===== src/htsmp_queue.sv =====
`default_nettype none
module htsmp_queue #(
   parameter int WIDTH = 1
) (
   input  logic             clock,
   input  logic             reset,
   input  logic             push,
   input  logic [WIDTH-1:0] push_data,
   output logic             full,
   input  logic             pop,
   output logic             empty,
   output logic [WIDTH-1:0] pop_data
);

   logic [WIDTH-1:0] slot_ff [2];
   logic             wr_ptr_ff, wr_ptr_in;
   logic             rd_ptr_ff, rd_ptr_in;
   logic [1:0]       count_ff, count_in;
   logic             do_push, do_pop;

   // Two-word queue status.
   assign full     = (count_ff == 2'd2);
   assign empty    = (count_ff == 2'd0);
   assign do_push  = push && !full;
   assign do_pop   = pop && !empty;
   assign pop_data = slot_ff[rd_ptr_ff];

   // Pointer and fill count updates.
   always_comb begin
      wr_ptr_in = do_push ? !wr_ptr_ff : wr_ptr_ff;
      rd_ptr_in = do_pop ? !rd_ptr_ff : rd_ptr_ff;
      count_in  = count_ff;
      if (do_push && !do_pop) begin
         count_in = count_ff + 2'd1;
      end else if (do_pop && !do_push) begin
         count_in = count_ff - 2'd1;
      end
   end

   always_ff @(posedge clock) begin
      if (reset) begin
         wr_ptr_ff <= 1'b0;
         rd_ptr_ff <= 1'b0;
         count_ff  <= 2'd0;
      end else begin
         wr_ptr_ff <= wr_ptr_in;
         rd_ptr_ff <= rd_ptr_in;
         count_ff  <= count_in;
      end
   end

   // Storage needs no reset.
   always_ff @(posedge clock) begin
      if (do_push) begin
         slot_ff[wr_ptr_ff] <= push_data;
      end
   end

endmodule
`default_nettype wire


===== config.mk =====
export PLATFORM = sky130hd
export DESIGN_NAME = htsmp_queue
export DESIGN_NICKNAME = d
export VERILOG_FILES = /design/src/htsmp_queue.sv
export SDC_FILE = /design/constraint.sdc
export NUM_CORES = 1
export LEC_CHECK = 0
export CORE_AREA = 3 3 40 42
export CTS_CLUSTER_DIAMETER = 60
export DETAILED_ROUTE_END_ITERATION = 16
export DIE_AREA = 0 0 43 45
export DONT_BUFFER_PORTS = 1
export GPL_ROUTABILITY_DRIVEN = 0
export GPL_TIMING_DRIVEN = 0
export HOLD_SLACK_MARGIN = 0.15
export PLACE_DENSITY = 0.32
export SYNTH_ARGS = -nofsm -noshare
export SYNTH_HDL_FRONTEND = slang
export SYNTH_SLANG_ARGS = --single-unit

===== constraint.sdc =====
create_clock -name clock -period 2.3 [get_ports clock]
set_input_delay 0.115 -clock clock [delete_from_list [all_inputs] [get_ports clock]]
set_output_delay 0.115 -clock clock [all_outputs]
set_load 0.02 [all_outputs]

Yosys cells after proc, flatten, opt, wreduce, memory -nomap -nowiden
Memories as Yosys holds them, arrays and structs flattened. A register that Yosys moved wholly into a read port is not among the register bits.
Index checks and enable logic that the tools add are counted.
{"block": "classes", "n_lt_le_gt_ge": 0, "bitwise": 0, "muxes": 6, "n_eq_ne": 1, "shifts": 0, "n_reduce_logical": 12, "n_addsub": 2, "div": 0, "n_mul": 0}
{"operator": "$logic_not A1 Y1", "count": 6}
{"operator": "$logic_and A1 B1 Y1", "count": 4}
{"operator": "$mux W1", "count": 4}
{"operator": "$mux W2", "count": 2}
{"operator": "$add A2 B1 Y2 const B", "count": 1}
{"operator": "$eq A2 B2 Y1 const B", "count": 1}
{"operator": "$logic_not A2 Y1", "count": 1}
{"operator": "$reduce_bool A2 Y1", "count": 1}
{"operator": "$sub A2 B1 Y2 const B", "count": 1}
{"block": "word_totals", "ff_bits": 4, "out_inout_bits": 3, "input_bits": 5, "ramBits": 2, "romBits": 0, "memories": 1, "latch_bits": 0}
{"memory": "slot_ff", "depth": 2, "width": 1, "rd": 1, "rd_clocked_by_memory_dff": 1, "wr": 1, "line": "15", "rtl": "logic [WIDTH-1:0] slot_ff [2];"}

Depth between registers and ports, before layout
{"block": "logic_depth", "ltp_word": 7, "ltp_mapped": 6, "depth_no_buf": 6}

Least setup slack after synthesis
No wires, ideal clock.
{"block": "synth_timing", "kind": "register -> register", "startpoint": "register count_ff[1]", "endpoint": "register count_ff[1]", "t_required_ns": 2.230, "arrival_time_ns": 1.514, "synth_period_minus_slack_ns": 1.583, "n_path_buf": 0, "path_slack_ns": 0.717, "stages_incl_launch_ff": 6, "setup_ns": 0.070, "cell_sequence": "dfxtp_1 nor2b_2 nor2_1 ha_1 or3_1 a21oi_1"}
{"block": "synth_via", "elab_chain_cells": 6}
{"element": "from (decl)", "line": "18", "rtl": "logic [1:0] count_ff, count_in;"}
{"element": "from (signal assigned)", "line": "48", "rtl": "count_ff <= count_in;"}
{"element": "$eq A2 B2 Y1 *", "line": "22", "rtl": "assign full = (count_ff == 2'd2);"}
{"element": "via full", "line": "9", "rtl": "output logic full,"}
{"element": "$logic_not A1 Y1 *", "line": "24", "rtl": "assign do_push = push && !full;"}
{"element": "$logic_and A1 B1 Y1 *", "line": "24"}
{"element": "via do_push", "line": "19", "rtl": "logic do_push, do_pop;"}
{"element": "$logic_not A1 Y1", "line": "35", "rtl": "end else if (do_pop && !do_push) begin"}
{"element": "$logic_and A1 B1 Y1", "line": "35"}
{"element": "$reduce_bool A2 Y1 (no source line)"}
Mark *: on every way through the listed nets, which the timed path passes. The rest lies on a longest branch. The select of a mux whose other input is x is not followed.
A chain may end at the register's enable or synchronous reset.

Worst setup path in the final report
Ends and elaborated chain as after synthesis.

==> results_dict.tcl <==
set metrics [dict create \
    status "completed" \
    grt_first_pass_wirelength_microns 800 \
    start_kind "flop" \
    endpoint_kind "flop" \
    worst_slew_pin_slew_ns 0.377 \
    layout-drive-gt1-share_pct 14.7 \
    grt_pass1_vias 205 \
    coreArea_sq_um 1280 \
    final_hold_viol_count 0 \
    grt_antenna_before_repair 0 \
    synthTopCellsByArea "dfxtp_1 (35%), edfxtp_1 (21%), xor2_1 (9.1%)" \
    fin_setup_tns_ns 0 \
    via_count 202 \
    antennaDiodeCount 0 \
    synth_area_sq_um 289 \
    cts.sinks 7 \
    synth_top_cell_by_area "dfxtp_1" \
    ctsResizeCount 0 \
    synth_edf_count 2 \
    period_share_pct 74.6 \
    report.final.slew_viol_count 0 \
    worstPathRequired_ns 2.47 \
    synthFlopType "dfxtp_1" \
    reg2reg_slack_ns 0.58 \
    area_growth_syn_to_layout_pct 22.5 \
    maxSlewHeadroom_pct 74.8 \
    place_hpwl_microns 393 \
    numCtsBuffers 3 \
    yosysWarnings 0 \
    drt-pass1-iter-count 4 \
    cts_max_path_buffers 2 \
    power_density_nw_per_um2 1290 \
    post_cts_buffers 0 \
    route.detailed.drc 0 \
    die-area_sq_um 1940 \
    leakagePower_uw 0.000146 \
    clock-skew-final_ns 0.00350 \
    ir_drop_mv 0.446 \
    cts_tree "yes" \
    ios 8 \
    num_rows 13 \
    synth_seq_cells 7 \
    arrival_ns 1.89 \
    fmax_mhz 582 \
    worst_hold_path_type "in -> reg" \
    fillers 150 \
    setup_viol 0 \
    holdWs_ns 0.162 \
    avgSynthCellArea_sq_um 10.3 \
    die_w_microns 43 \
    max_stage_delay_ns 0.36 \
    drtIter0Drc 4 \
    critPathKind "reg -> reg" \
    syn_nets 34 \
    grt_max_degree 6 \
    fin_crit_ns 1.72 \
    die_y_microns 45 \
    start_util_pct 22.5 \
    async_flop_share_pct 0 \
    clk_latency_ns 0.24 \
    synth.yosys.seq_area_share_pct 55.4 \
    drv_cap 0 \
    cp_max_fo 5 \
    track_usage_pct 6.37 \
    synth_common_cells "dfxtp_1 (5), nor2_1 (5), o21ai_0 (3), xor2_1 (3)" \
    grt.overflow.total 0 \
    nNetsFinal 41 \
    clk_pin_slew_worst_paths_ns 0.05 \
    clockRootBuffer "clkbuf_4" \
    via_per_inst 4.12 \
    ctsHoldBuffers 2 \
    h-tree-depth 1 \
    wire_per_inst_microns 10.1 \
    cpMaxStageDelayCell "dfxtp_1" \
    synthCells 28 \
    rsz0062_at_grt "no" \
    synth.distinct_cells 12 \
    portBuffers 0 \
    path_cells "nor2b_2, nor2_1, ha_1, or3_1, a21oi_1" \
    routed_wl_microns 497 \
    antenna_left 0 \
    synth_top_area_share_pct 34.6 \
]
-- kinds of logic after synthesis --
kind of cell / Yosys count / share of synthesized area (%)
muxes: 1 / 3.90
AOI/OAI and AO/OA: 5 / 8.66
DFF: 7 / 55.4
adders and majority gates: 1 / 4.33
xor gates and xnor gates: 3 / 9.09
buffers and inverters: 2 / 2.60
and+or+nand+nor: 9 / 16.0
-- placed cells by master, fill, tap and decap left out --
cell,instances
a21oi_1,2
and2_1,1
clkbuf_1,1
clkbuf_4,3
dfxtp_1,5
dlygate4sd3_1,2
edfxtp_1,2
ha_1,1
inv_1,2
mux2_2,1
nor2_1,5
nor2b_2,1
o21ai_0,3
or3_1,2
xor2_1,3
-- critical path, delay by kind of cell, from the launching register on --
family                     cells  cell delay [ns]
and+or+nand+nor                3             0.80
DFF                            1             0.36
adders and majority gates      1             0.34
AOI/OAI and AO/OA              1             0.14
-- worst paths after layout --
path,startpoint,endpoint,depth (start not counted)
max,count_ff[1]$_SDFFE_PP0P_,count_ff[1]$_SDFFE_PP0P_,5
min,push,wr_ptr_ff$_SDFFE_PP0P_,3
max reg2reg,count_ff[1]$_SDFFE_PP0P_,count_ff[1]$_SDFFE_PP0P_,5
min reg2reg,wr_ptr_ff$_SDFFE_PP0P_,wr_ptr_ff$_SDFFE_PP0P_,2
-- power breakdown --
group / total (uW) / switching [uW] / internal [uW]
registers: 191 / 25.9 / 165
logic: 160 / 97.2 / 62.7
clock network: 106 / 40.1 / 65.9
-- per-layer routing --
layer  track usage (%)  share of wire [%]  up-vias
met5                 0                  0        -
li1                  -                  -      106
met4              3.61                  0        0
met2              9.58                 51        5
met3              6.37                6.0        0
met1              5.41                 43       91
-- cell type report --
type | instances | area, sq um | share of cell area [%]
Sequential cell | 7 | 160 | 45.2
Multi-Input combinational cell | 19 | 121 | 34.3
Clock buffer | 4 | 26.3 | 7.42
Timing Repair Buffer | 2 | 20.0 | 5.65
Tap cell | 15 | 18.8 | 5.30
Inverter | 2 | 7.51 | 2.12
-- metrics by stage --
step	util, %	setup WS [ns]	instance area [sq um]	total power [uW]	std cells
6_report	27.6	0.583	354	457	49
5_1_grt	27.6	0.487	354	497	49
4_1_cts	27.6	0.560	354	472	49
3_5_place_dp	24.0	0.582	308	352	43
3_3_place_gp	24.0	0.621	308	346	43
2_1_floorplan	-	0.717	289	328	28
(Power assumes the default switching activity.)
